<file path="config.mk">
export PLATFORM = sky130hd
export DESIGN_NAME = sha1_hash_engine_top
export DESIGN_NICKNAME = d
export VERILOG_FILES = /design/src/hdl/sha1he_pkg.sv /design/src/hdl/sha1he_sched.sv /design/src/hdl/sha1he_round.sv /design/src/hdl/sha1_hash_engine_top.sv
export VERILOG_INCLUDE_DIRS = /design/src /design/src/hdl
export SDC_FILE = /design/constraint.sdc
export NUM_CORES = 2
export LEC_CHECK = 0
export BUFFER_PORTS_ARGS = -buffer_cell sky130_fd_sc_hd__buf_2
export CELL_PAD_IN_SITES_DETAIL_PLACEMENT = 1
export CELL_PAD_IN_SITES_GLOBAL_PLACEMENT = 2
export CORE_UTILIZATION = 38
export CTS_BUF_LIST = sky130_fd_sc_hd__clkbuf_8
export CTS_CLUSTER_SIZE = 20
export DETAILED_ROUTE_END_ITERATION = 10
export PLACE_DENSITY_LB_ADDON = 0.1
export SETUP_SLACK_MARGIN = 0.1
export SLEW_MARGIN = 25
export SYNTH_ARGS = -nofsm -noshare
export SYNTH_HDL_FRONTEND = slang
export SYNTH_HIERARCHICAL = 1
export SYNTH_SLANG_ARGS = --single-unit
</file>
<file path="constraint.sdc">
create_clock -name clk -period 13.1 [get_ports clk]
set_input_delay 2.62 -clock clk [delete_from_list [all_inputs] [get_ports clk]]
set_output_delay 2.62 -clock clk [all_outputs]
set_load 0.02 [all_outputs]
</file>
<file path="src/hdl/sha1_hash_engine_top_assert.svh">
// Assertion macros for the SHA-1 engine. They expect clk and rst_n in scope.
`ifndef SHA1_HASH_ENGINE_TOP_ASSERT_SVH
`define SHA1_HASH_ENGINE_TOP_ASSERT_SVH

// Consequent must hold in the same cycle as the antecedent.
`define SHA1HE_ASSERT_NOW(lbl, ante, cons, msg) \
    lbl: assert property (@(posedge clk) disable iff (!rst_n) (ante) |-> (cons)) \
        else $error(msg);

// Consequent must hold in the cycle after the antecedent.
`define SHA1HE_ASSERT_NEXT(lbl, ante, cons, msg) \
    lbl: assert property (@(posedge clk) disable iff (!rst_n) (ante) |=> (cons)) \
        else $error(msg);

`endif

</file>
<file path="src/hdl/sha1he_pkg.sv">
`timescale 1ns / 1ps

package sha1he_pkg;

    localparam int unsigned ROUNDS       = 80;
    localparam int unsigned ROUND_W      = 7;
    localparam int unsigned BLOCK_BYTES  = 64;
    localparam int unsigned FILL_W       = 6;
    localparam int unsigned SCHED_WORDS  = 16;
    localparam int unsigned DIGEST_WORDS = 5;
    localparam int unsigned IDX_W        = 3;
    localparam int unsigned LEN_OFFSET   = 56;
    localparam int unsigned LEN_W        = 64;

    typedef logic [31:0] word_t;

    // Initial chaining values.
    localparam word_t SHA1_IV [DIGEST_WORDS] = '{
        32'h67452301, 32'hEFCDAB89, 32'h98BADCFE, 32'h10325476, 32'hC3D2E1F0
    };

    // Round constants, one per group of twenty rounds.
    localparam word_t K_0 = 32'h5A827999;
    localparam word_t K_1 = 32'h6ED9EBA1;
    localparam word_t K_2 = 32'h8F1BBCDC;
    localparam word_t K_3 = 32'hCA62C1D6;

    localparam logic [7:0] PAD_BYTE = 8'h80;

    // Control toward the round unit.
    typedef struct packed {
        logic load;   // copy chaining words into the working registers
        logic step;   // run one round
        logic fold;   // add working registers into the chaining words
        logic init;   // restore the initial chaining values
    } round_ctrl_t;

    // Control toward the message schedule.
    typedef struct packed {
        logic byte_wr;    // shift one byte into the word assembler
        logic word_done;  // this byte completes a 32-bit word
        logic step;       // expand one schedule word
    } sched_ctrl_t;

    // Boolean function of a round.
    function automatic word_t sha1_f(logic [ROUND_W-1:0] r, word_t b, word_t c, word_t d);
        word_t f;
        if (r < ROUND_W'(20)) begin
            f = (b & c) | (~b & d);
        end
        else if (r < ROUND_W'(40)) begin
            f = b ^ c ^ d;
        end
        else if (r < ROUND_W'(60)) begin
            f = (b & c) | (b & d) | (c & d);
        end
        else begin
            f = b ^ c ^ d;
        end
        return f;
    endfunction

    // Additive constant of a round.
    function automatic word_t sha1_k(logic [ROUND_W-1:0] r);
        word_t k;
        if (r < ROUND_W'(20)) begin
            k = K_0;
        end
        else if (r < ROUND_W'(40)) begin
            k = K_1;
        end
        else if (r < ROUND_W'(60)) begin
            k = K_2;
        end
        else begin
            k = K_3;
        end
        return k;
    endfunction

endpackage

</file>
<file path="src/hdl/sha1he_sched.sv">
`timescale 1ns / 1ps

module sha1he_sched
    import sha1he_pkg::*;
(
    input  logic        clk,
    input  sched_ctrl_t ctrl,
    input  logic [7:0]  byte_val,
    output word_t       w_cur
);

    logic [23:0] asm_reg;
    word_t       w_reg [SCHED_WORDS];
    word_t       shift_in;
    word_t       expand;

    // Next schedule word from the sixteen-word window.
    assign expand = w_reg[13] ^ w_reg[8] ^ w_reg[2] ^ w_reg[0];

    always_comb
    begin
        if (ctrl.byte_wr) begin
            shift_in = {asm_reg, byte_val};
        end
        else begin
            shift_in = {expand[30:0], expand[31]};
        end
    end

    // Byte assembler and the schedule window. During loading the window
    // collects the block big-endian; during rounds it slides one word a cycle.
    always_ff @(posedge clk)
    begin
        if (ctrl.byte_wr) begin
            asm_reg <= {asm_reg[15:0], byte_val};
        end
        if ((ctrl.byte_wr && ctrl.word_done) || ctrl.step) begin
            for (int i = 0; i < SCHED_WORDS - 1; i++) begin
                w_reg[i] <= w_reg[i+1];
            end
            w_reg[SCHED_WORDS-1] <= shift_in;
        end
    end

    assign w_cur = w_reg[0];

endmodule

</file>
<file path="src/hdl/sha1he_round.sv">
`timescale 1ns / 1ps

module sha1he_round
    import sha1he_pkg::*;
(
    input  logic               clk,
    input  logic               rst_n,
    input  round_ctrl_t        ctrl,
    input  logic [ROUND_W-1:0] round_idx,
    input  word_t              w_cur,
    input  logic [IDX_W-1:0]   rd_sel,
    output word_t              rd_word
);

    word_t a_reg, b_reg, c_reg, d_reg, e_reg;
    word_t t_next;
    word_t h_reg [DIGEST_WORDS];

    // One SHA-1 round: the shared adder tree.
    assign t_next = {a_reg[26:0], a_reg[31:27]} + sha1_f(round_idx, b_reg, c_reg, d_reg)
                  + e_reg + sha1_k(round_idx) + w_cur;

    // Working registers.
    always_ff @(posedge clk)
    begin
        if (ctrl.load) begin
            a_reg <= h_reg[0];
            b_reg <= h_reg[1];
            c_reg <= h_reg[2];
            d_reg <= h_reg[3];
            e_reg <= h_reg[4];
        end
        else if (ctrl.step) begin
            a_reg <= t_next;
            b_reg <= a_reg;
            c_reg <= {b_reg[1:0], b_reg[31:2]};
            d_reg <= c_reg;
            e_reg <= d_reg;
        end
    end

    // Chaining words.
    always_ff @(posedge clk or negedge rst_n)
    begin
        if (!rst_n) begin
            for (int i = 0; i < DIGEST_WORDS; i++) begin
                h_reg[i] <= SHA1_IV[i];
            end
        end
        else if (ctrl.init) begin
            for (int i = 0; i < DIGEST_WORDS; i++) begin
                h_reg[i] <= SHA1_IV[i];
            end
        end
        else if (ctrl.fold) begin
            h_reg[0] <= h_reg[0] + a_reg;
            h_reg[1] <= h_reg[1] + b_reg;
            h_reg[2] <= h_reg[2] + c_reg;
            h_reg[3] <= h_reg[3] + d_reg;
            h_reg[4] <= h_reg[4] + e_reg;
        end
    end

    // Digest read port.
    always_comb
    begin
        case (rd_sel)
            3'd0:    rd_word = h_reg[0];
            3'd1:    rd_word = h_reg[1];
            3'd2:    rd_word = h_reg[2];
            3'd3:    rd_word = h_reg[3];
            3'd4:    rd_word = h_reg[4];
            default: rd_word = h_reg[0];
        endcase
    end

endmodule

</file>
<file path="src/hdl/sha1_hash_engine_top.sv">
`timescale 1ns / 1ps
`include "sha1_hash_engine_top_assert.svh"

// Byte-serial SHA-1 engine. Each input transaction may carry one message byte
// (tuser high) and may close the message (tlast high). A byte that does not
// complete a 64-byte block is taken without stalling the input. The byte that
// completes a block starts the compression, which runs on one shared round
// unit at one round per cycle; the input stalls through the rounds and the
// add into the chaining words. Closing a message feeds the padding and the
// bit length through the same byte path, one byte per cycle, up to the end of
// the block, then compresses; when fewer than nine bytes were left in the
// block, a second padding block follows. The digest then leaves as five output
// transactions, most significant word first, with the word position in tuser
// and tlast on the fifth word; the next message starts after the fifth word
// is taken. The worst case from closing transaction to first digest word is
// when the marker byte lands at offset 56 and a second padding block follows.
module sha1_hash_engine_top
    import sha1he_pkg::*;
(
    input  logic             clk,
    input  logic             rst_n,
    input  logic             s_axis_tvalid,
    output logic             s_axis_tready,
    input  logic [7:0]       s_axis_tdata,   // [7:0] data_byte
    input  logic             s_axis_tuser,   // [0] has_byte
    input  logic             s_axis_tlast,   // end_of_message
    output logic             m_axis_tvalid,
    input  logic             m_axis_tready,
    output logic [31:0]      m_axis_tdata,   // [31:0] digest_word
    output logic [IDX_W-1:0] m_axis_tuser,   // [2:0] word_index
    output logic             m_axis_tlast    // last_word
);

    localparam logic [FILL_W-1:0]  FILL_LAST  = FILL_W'(BLOCK_BYTES - 1);
    localparam logic [FILL_W-1:0]  FILL_LEN   = FILL_W'(LEN_OFFSET);
    localparam logic [ROUND_W-1:0] ROUND_LAST = ROUND_W'(ROUNDS - 1);
    localparam logic [IDX_W-1:0]   IDX_LAST   = IDX_W'(DIGEST_WORDS - 1);

    typedef enum logic [2:0] {
        ST_IDLE,
        ST_PAD,
        ST_COMP,
        ST_FOLD,
        ST_OUT
    } state_t;

    state_t             state_reg, state_next;
    logic [FILL_W-1:0]  fill_reg, fill_next;
    logic [LEN_W-1:0]   len_reg, len_next;
    logic [ROUND_W-1:0] round_reg, round_next;
    logic [IDX_W-1:0]   idx_reg, idx_next;
    logic               fin_reg, fin_next;       // message is being closed
    logic               final_reg, final_next;   // block in flight is the last one
    logic               first_reg, first_next;   // next padding byte is the marker
    logic               len_ok_reg, len_ok_next; // length may go in this block

    round_ctrl_t rctrl;
    sched_ctrl_t sctrl;
    logic [7:0]  byte_val;
    logic [7:0]  len_byte;
    word_t       w_cur;
    word_t       rd_word;
    logic        in_acc;
    logic        out_acc;

    assign in_acc  = s_axis_tvalid && s_axis_tready;
    assign out_acc = m_axis_tvalid && m_axis_tready;

    // Length byte for the tail of the final block, most significant first.
    assign len_byte = len_reg[{~fill_reg[2:0], 3'b000} +: 8];

    // Sequencer next-state logic.
    always_comb
    begin
        state_next  = state_reg;
        fill_next   = fill_reg;
        len_next    = len_reg;
        round_next  = round_reg;
        idx_next    = idx_reg;
        fin_next    = fin_reg;
        final_next  = final_reg;
        first_next  = first_reg;
        len_ok_next = len_ok_reg;
        rctrl       = '0;
        sctrl       = '0;
        byte_val    = s_axis_tdata;

        case (state_reg)
            ST_IDLE:
            begin
                if (in_acc) begin
                    if (s_axis_tuser) begin
                        sctrl.byte_wr = 1'b1;
                        fill_next     = fill_reg + FILL_W'(1);
                        len_next      = len_reg + LEN_W'(8);
                        if (fill_reg == FILL_LAST) begin
                            rctrl.load = 1'b1;
                            round_next = '0;
                            fin_next   = s_axis_tlast;
                            final_next = 1'b0;
                            first_next = s_axis_tlast;
                            state_next = ST_COMP;
                        end
                        else if (s_axis_tlast) begin
                            fin_next   = 1'b1;
                            first_next = 1'b1;
                            state_next = ST_PAD;
                        end
                    end
                    else if (s_axis_tlast) begin
                        fin_next   = 1'b1;
                        first_next = 1'b1;
                        state_next = ST_PAD;
                    end
                end
            end

            ST_PAD:
            begin
                sctrl.byte_wr = 1'b1;
                fill_next     = fill_reg + FILL_W'(1);
                if (first_reg) begin
                    byte_val    = PAD_BYTE;
                    first_next  = 1'b0;
                    len_ok_next = (fill_reg < FILL_LEN);
                end
                else if (len_ok_reg && fill_reg >= FILL_LEN) begin
                    byte_val = len_byte;
                end
                else begin
                    byte_val = 8'h00;
                end
                if (fill_reg == FILL_LAST) begin
                    rctrl.load = 1'b1;
                    round_next = '0;
                    final_next = first_reg ? 1'b0 : len_ok_reg;
                    state_next = ST_COMP;
                end
            end

            ST_COMP:
            begin
                rctrl.step = 1'b1;
                sctrl.step = 1'b1;
                round_next = round_reg + ROUND_W'(1);
                if (round_reg == ROUND_LAST) begin
                    state_next = ST_FOLD;
                end
            end

            ST_FOLD:
            begin
                rctrl.fold  = 1'b1;
                len_ok_next = 1'b1;
                if (!fin_reg) begin
                    state_next = ST_IDLE;
                end
                else if (final_reg) begin
                    idx_next   = '0;
                    state_next = ST_OUT;
                end
                else begin
                    state_next = ST_PAD;
                end
            end

            ST_OUT:
            begin
                if (out_acc) begin
                    idx_next = idx_reg + IDX_W'(1);
                    if (idx_reg == IDX_LAST) begin
                        rctrl.init = 1'b1;
                        len_next   = '0;
                        fill_next  = '0;
                        fin_next   = 1'b0;
                        state_next = ST_IDLE;
                    end
                end
            end

            default:
            begin
                state_next = ST_IDLE;
            end
        endcase

        sctrl.word_done = (fill_reg[1:0] == 2'b11);
    end

    // Sequencer state and control registers.
    always_ff @(posedge clk or negedge rst_n)
    begin
        if (!rst_n) begin
            state_reg  <= ST_IDLE;
            fill_reg   <= '0;
            len_reg    <= '0;
            round_reg  <= '0;
            idx_reg    <= '0;
            fin_reg    <= 1'b0;
            final_reg  <= 1'b0;
            first_reg  <= 1'b0;
            len_ok_reg <= 1'b1;
        end
        else begin
            state_reg  <= state_next;
            fill_reg   <= fill_next;
            len_reg    <= len_next;
            round_reg  <= round_next;
            idx_reg    <= idx_next;
            fin_reg    <= fin_next;
            final_reg  <= final_next;
            first_reg  <= first_next;
            len_ok_reg <= len_ok_next;
        end
    end

    // Message schedule.
    sha1he_sched u_sched (
        .clk      (clk),
        .ctrl     (sctrl),
        .byte_val (byte_val),
        .w_cur    (w_cur)
    );

    // Shared round unit and chaining words.
    sha1he_round u_round (
        .clk       (clk),
        .rst_n     (rst_n),
        .ctrl      (rctrl),
        .round_idx (round_reg),
        .w_cur     (w_cur),
        .rd_sel    (idx_reg),
        .rd_word   (rd_word)
    );

    // Stream handshakes and digest output.
    assign s_axis_tready = (state_reg == ST_IDLE);
    assign m_axis_tvalid = (state_reg == ST_OUT);
    assign m_axis_tdata  = rd_word;
    assign m_axis_tuser  = idx_reg;
    assign m_axis_tlast  = (idx_reg == IDX_LAST);

    // Checks on the sequencer.
    `SHA1HE_ASSERT_NOW(a_no_overlap, 1'b1, !(s_axis_tready && m_axis_tvalid),
        "input and output both active")
    `SHA1HE_ASSERT_NOW(a_round_range, state_reg == ST_COMP, round_reg <= ROUND_LAST,
        "round counter out of range")
    `SHA1HE_ASSERT_NEXT(a_block_full, state_reg == ST_PAD && fill_reg == FILL_LAST,
        state_reg == ST_COMP && round_reg == '0,
        "full padding block did not start compression")
    `SHA1HE_ASSERT_NEXT(a_restart, out_acc && m_axis_tlast,
        s_axis_tready && fill_reg == '0 && len_reg == '0,
        "engine not reinitialized after digest")

endmodule

</file>
Yosys cells after proc, flatten, opt, wreduce, memory -nomap -nowiden
Memory sizes are Yosys's and may differ from the RTL's.
Cells that the tools add are included.
{"block": "word_totals", "register_bits": 431, "mem_bits_rw": 512, "inputBits": 14, "word_cells": 184, "memories": 1}
{"name": "u_sched.w_reg", "depth": 16, "width": 32, "read_ports": 16, "rd_ports_with_merged_regs": 0, "write_ports": 16, "line_no": "sha1he_sched.sv:13", "text": "word_t w_reg [SCHED_WORDS];"}
{"block": "classes", "add_sub_neg": 13, "magnitude_cmp": 5, "n_eq_ne": 21, "n_shift": 1, "mux": 86, "bitwise": 14, "n_reduce_logical": 23}
{"cell": "32-bit two-way mux", "n": 16}
{"cell": "160-bit two-way mux", "n": 2}
{"cell": "32-bit adder", "n": 9}
{"cell": "64-bit two-way mux", "n": 4}
{"cell": "32-bit XOR", "n": 5}
{"cell": "32-bit AND", "n": 4}
{"cell": "32-bit case mux with 4 select lines", "n": 1}
{"cell": "64-bit case mux with 2 select lines", "n": 1}
{"cell": "32-bit bitwise OR", "n": 3}
{"cell": "64-bit by 4-bit adder with 64-bit output, second input constant", "n": 1}
{"cell": "64-bit by 7-bit variable part select with 8-bit output", "n": 1}
{"cell": "3-bit two-way mux", "n": 13}
{"cell": "32-bit inverter", "n": 1}
{"cell": "31-bit two-way mux", "n": 1}
{"cell": "1-bit two-way mux", "n": 28}
{"cell": "6-bit two-way mux", "n": 4}
{"cell": "8-bit two-way mux", "n": 3}
{"cell": "7-bit two-way mux", "n": 3}
{"cell": "7-bit case mux with 3 select lines", "n": 1}
{"cell": "5-bit AND reduction", "n": 4}
{"cell": "6-bit case mux with 3 select lines", "n": 1}
{"cell": "3-bit case mux with 5 select lines", "n": 1}
{"cell": "7-bit by 6-bit less-than comparator with 1-bit output, second input constant", "n": 2}
{"cell": "3-bit by 2-bit == test with 1-bit output, second input constant", "n": 4}
{"cell": "other kinds (24)", "n": 50}

Longest topological paths before layout
{"block": "depth", "depth_word": 12, "depth_mapped": 23, "ltp_nobuf": 22}

Modules after synthesis
Netlist, hierarchy kept.
{"mod": "sha1he_round", "instances": 1, "cells_per_inst": 2810, "area_each_um2": 26804.5, "seq_area_each_um2": 8908.5}
{"mod": "sha1he_sched", "instances": 1, "cells_per_inst": 736, "area_each_um2": 17623.2, "seq_area_each_um2": 16095.4}
{"mod": "sha1_hash_engine_top", "instances": 1, "cells_per_inst": 548, "area_each_um2": 5117.4, "seq_area_each_um2": 2103.3}

Worst setup path before layout
OpenSTA, ideal clock, no wires.
{"block": "synth_path", "kind": "in2reg", "from": "input s_axis_tvalid", "to": "memory u_sched/w_reg[0][0] (netlist bit) (enable)", "arrival_ps": 14620, "required_time_ps": 12222, "slack_ps": -2398, "path_stages": 4, "n_path_buf": 1, "cell_sequence": "a21oi_1 > nor3_2 > buf_2 > a21o_1"}
{"element": "from (decl)", "line_no": "sha1_hash_engine_top.sv:22", "text": "input logic s_axis_tvalid,"}
{"element": "to (decl)", "line_no": "sha1he_sched.sv:13"}

Worst setup path in the final report
{"block": "layout_path", "from": "register round_reg[4]", "to": "register u_round.a_reg[31] (data pin)"}
{"block": "layout_via", "elab_chain_cells": 10, "elab_cells_between_ends": 15, "cone_classes": "add/sub: 4; order compare: 3; mux: 8"}
{"element": "from (decl)", "line_no": "sha1_hash_engine_top.sv:50", "text": "logic [ROUND_W-1:0] round_reg, round_next;"}
{"element": "from (signal assigned)", "line_no": "sha1_hash_engine_top.sv:208", "text": "round_reg <= round_next;"}
{"element": "7-bit by 6-bit less-than comparator with 1-bit output", "line_no": "sha1he_pkg.sv:54, sha1he_pkg.sv:72"}
{"element": "32-bit two-way mux", "line_no": "sha1he_pkg.sv:54", "text": "else if (r < ROUND_W'(60)) begin"}
{"element": "32-bit two-way mux", "line_no": "sha1he_pkg.sv:51", "text": "else if (r < ROUND_W'(40)) begin"}
{"element": "32-bit two-way mux", "line_no": "sha1he_pkg.sv:48", "text": "if (r < ROUND_W'(20)) begin"}
{"element": "32-bit adder", "line_no": "sha1he_round.sv:20", "text": "assign t_next = {a_reg[26:0], a_reg[31:27]} + sha1_f(round_idx, b_reg, c_reg, d_reg)"}
{"element": "32-bit adder", "line_no": "sha1he_round.sv:21", "text": "+ e_reg + sha1_k(round_idx) + w_cur;"}
{"element": "32-bit adder * (2 in series)", "line_no": "sha1he_round.sv:21"}
{"element": "32-bit two-way mux *", "line_no": "sha1he_round.sv:33", "text": "else if (ctrl.step) begin"}
{"element": "32-bit two-way mux *", "line_no": "sha1he_round.sv:26", "text": "if (ctrl.load) begin"}
{"element": "to (signal assigned)", "line_no": "sha1he_round.sv:27", "text": "a_reg <= h_reg[0];"}
{"element": "to (signal assigned)", "line_no": "sha1he_round.sv:34", "text": "a_reg <= t_next;"}
{"element": "to (decl)", "line_no": "sha1he_round.sv:15", "text": "word_t a_reg, b_reg, c_reg, d_reg, e_reg;"}
Mark *: on every way between the ends. The rest lies on a longest branch, timed or not. The select of a mux whose other input is x is not followed.
A chain may end at the register's enable or synchronous reset.

==> results.toml <==
[outcome]
status = "completed"

[layout]
largest_reg_flops = 512
layout_common_cells = "696 x edfxtp_1, 323 x inv_1, 306 x nand2_1"
syn_to_final_growth_pct = 10.8
seq_area_um2 = 27100
final_common_cell = "edfxtp_1"
nets = 4531
fillers = 13765
drive_gt1_share_pct = 14.0
multi_input_area_um2 = 20700

[synthesis]
synth_top_area_share_pct = 42.2
synth_nets = 4432
avgSynthCellArea_um2 = 12.1
synth_compound_area_share_pct = 12.2
synth_ff_type = "edfxtp_1"
synth_area_um2 = 49500
synth_fa_ha_area_share_pct = 10.1
yosysSeqAreaShare_pct = 54.7
syn-instance-count = 4094
synth_seq_cells = 940
synthXorXnorAreaFrac_pct = 4.86
async_flop_share_pct = 26.0
synthMuxAreaShare_pct = 4.96
yosysWarnings = 6
yosysUniqueCellTypes = 94
synth_top_family_by_area = "compound AO/OA/AOI/OAI gates"
synth_top_area_cell = "edfxtp_1"
yosys-top-cells-area = "edfxtp_1 42%, dfrtp_1 8.2%, fa_1 5.1%"
synthSimpleGateAreaFrac_pct = 9.61
synth_edf_count = 696

[setup_path]
end_kind = "flip-flop"
cp.required_ps = 13730
path_class = "flip-flop to flip-flop"
cp.arrival_ps = 7790
critPathLaunchType = "flip-flop"
cp_max_fo = 21

[clocking]
postCtsSetupBuffers = 0
cts_tree = "built"
cts_sinks = 940
cts-root-buf = "clkbuf_8"
insertion_delay_ps = 890
ctsHtreeMaxLevel = 4
clk_pin_slew_worst_paths_ps = 60
cts_hold_buf = 0
post_cts_resized = 0
cts_buffers = 172
clockBufferDepth = 3

[job]
maxCapViolCount = 0

[sta]
slew_headroom_pct = 27.5
fmax_mhz = 140
post-route-period-util_pct = 54.7
hold_ws_ps = 382
report.final.slew_viol_count = 0
finalCriticalPeriod_ps = 7170
worst_clock_skew_ps = 56.4
hold_viol = 0
setup_viol = 0
fin_setup_tns_ps = 0
worst_pin_slew_ps = 1090
rsz0062_at_grt = "false"

[hold_path]
hold_class = "flip-flop to flip-flop"

[power_and_ir_drop]
ir_worst_vdd_v = 0.000191
power_frac_seq_pct = 37.9
leakagePower_nw = 20.8
clkPwrFrac_pct = 18.8
p_sw_mw = 5.79
power.share.switching_pct = 40.5
p_int_mw = 8.52
comb_power_share_pct = 43.4
power.density_nw_per_um2 = 261

[drt]
met2_length_um = 70600
drt-wirelength-per-cell_um = 24.9
drt-met1-wl_um = 72000
viasPerCell = 5.42
routed.top_layer = "met5"
route.detailed.drc = 0
vias = 32938
drt_first_pass_iters = 5
route.met3.wl_um = 5710
routed_wl_um = 152000
antenna_left = 0
drt_first_iter_violations = 2186

[floorplan]
ioPinCount = 52
initial_core_util_pct = 38.3
die-area_um2 = 132000
core_um2 = 129000
die_x_um = 363
num_rows = 132
die_y_um = 363

[place]
dp_hpwl_um = 107000
gp_congestion = 0.852
numPortBuffers = 51

[grt]
overflow = 0
grt_pass1_wl_um = 226000
grt_max_degree = 203
grt_usage_pct = 23.1
grt_pass1_vias = 34328
antenna_found_initial = 5
Yosys cell counts, drive strengths merged (13+ instances only):
master    n
a211o    24
a211oi   27
a21o     83
a21oi   233
a221o    15
a22oi    67
a31oi    25
and2     26
and3     20
buf      78
clkbuf   91
dfrtp   163
dfstp    81
edfxtp  696
fa      125
ha      199
inv     249
mux2    119
mux2i    82
mux4     13
nand2   306
nand2b   24
nand3   103
nand4    48
nor2    275
nor2b    29
nor3     38
nor3b    13
o211ai   16
o21a     22
o21ai   273
o21bai   26
o22ai    20
o31ai    20
or3      51
xnor2   193
xor2     82
layout make-up:
| type | count | share of cell area, % |
|---|---|---|
| diodes | 4 | 0.0182 |
| clock buffers | 185 | 4.64 |
| clock inverters | 131 | 1.26 |
| inverters | 250 | 1.72 |
| multi-input cells | 2735 | 37.8 |
| flip-flops and latches | 940 | 49.4 |
| well taps | 1742 | 3.97 |
| repair buffers | 94 | 1.25 |
power groups by stage:
stage | Clock, mW | Sequential [mW] | Combinational (mW)
final | 2.69 | 5.42 | 6.20
after global placement | 0 | 5.43 | 6.18
after global routing | 2.91 | 5.52 | 6.94
after floorplan | 0 | 5.30 | 4.57
after detailed placement | 0 | 5.47 | 6.22
after CTS | 2.79 | 5.43 | 6.27
final timing paths:
kind	end	depth (start not counted)	slack [ps]	from
max	u_round/a_reg[31]	23	5930	round_reg[4]
min	u_sched/w_reg[1][25]	0	380	u_sched/w_reg[1][57]
max reg2reg	u_round/a_reg[31]	23	5930	round_reg[4]
min reg2reg	u_sched/w_reg[1][25]	0	380	u_sched/w_reg[1][57]
max in group asynchronous	len_reg[30]	2	10000	rst_n
min in group asynchronous	u_round/h_reg[41]	1	1760	rst_n
through the flow:
step	utilization (%)	power [mW]	setup slack, ps	std cells	instance area (um^2)
after floorplan	-	9.86	2130	4094	49500
after global placement	39.8	11.6	6080	5759	51600
after detailed placement	39.8	11.7	5920	5759	51600
after CTS	42.3	14.5	5880	6075	54800
after global routing	42.4	15.4	5390	6079	54900
final	42.4	14.3	5930	6081	54900
worst max-delay path, stage by stage, from the launching register on:
cell and delay [ps]:
dfrtp_1 460, a41oi_1 220, buf_4 200, nand2_1 80, inv_1 770, nor2_2 90, buf_4 290, a221oi_1 390
fa_1 490, fa_1 460, inv_1 70, ha_1 160, inv_1 70, fa_1 460, nor2b_1 120, o21ai_0 110
a21boi_1 280, o31ai_1 200, a2111oi_0 810, o2111ai_1 280, a31oi_1 280, o21ai_1 130, o2111a_1 260, a211o_1 260
layer usage:
metal	vias up	track usage, %
met5	-	0
met4	2	6.23
met3	199	3.33
met2	605	37.1
met1	16933	32.7
li1	15199	-
cell families after synthesis:
group	count (synthesis)
DFF	940
xor gates and xnor gates	275
adders and majority gates	324
muxes	214
and+or+nand+nor	987
buffers and inverters	419
AOI/OAI and AO/OA	935
(Power assumes the default switching activity.)
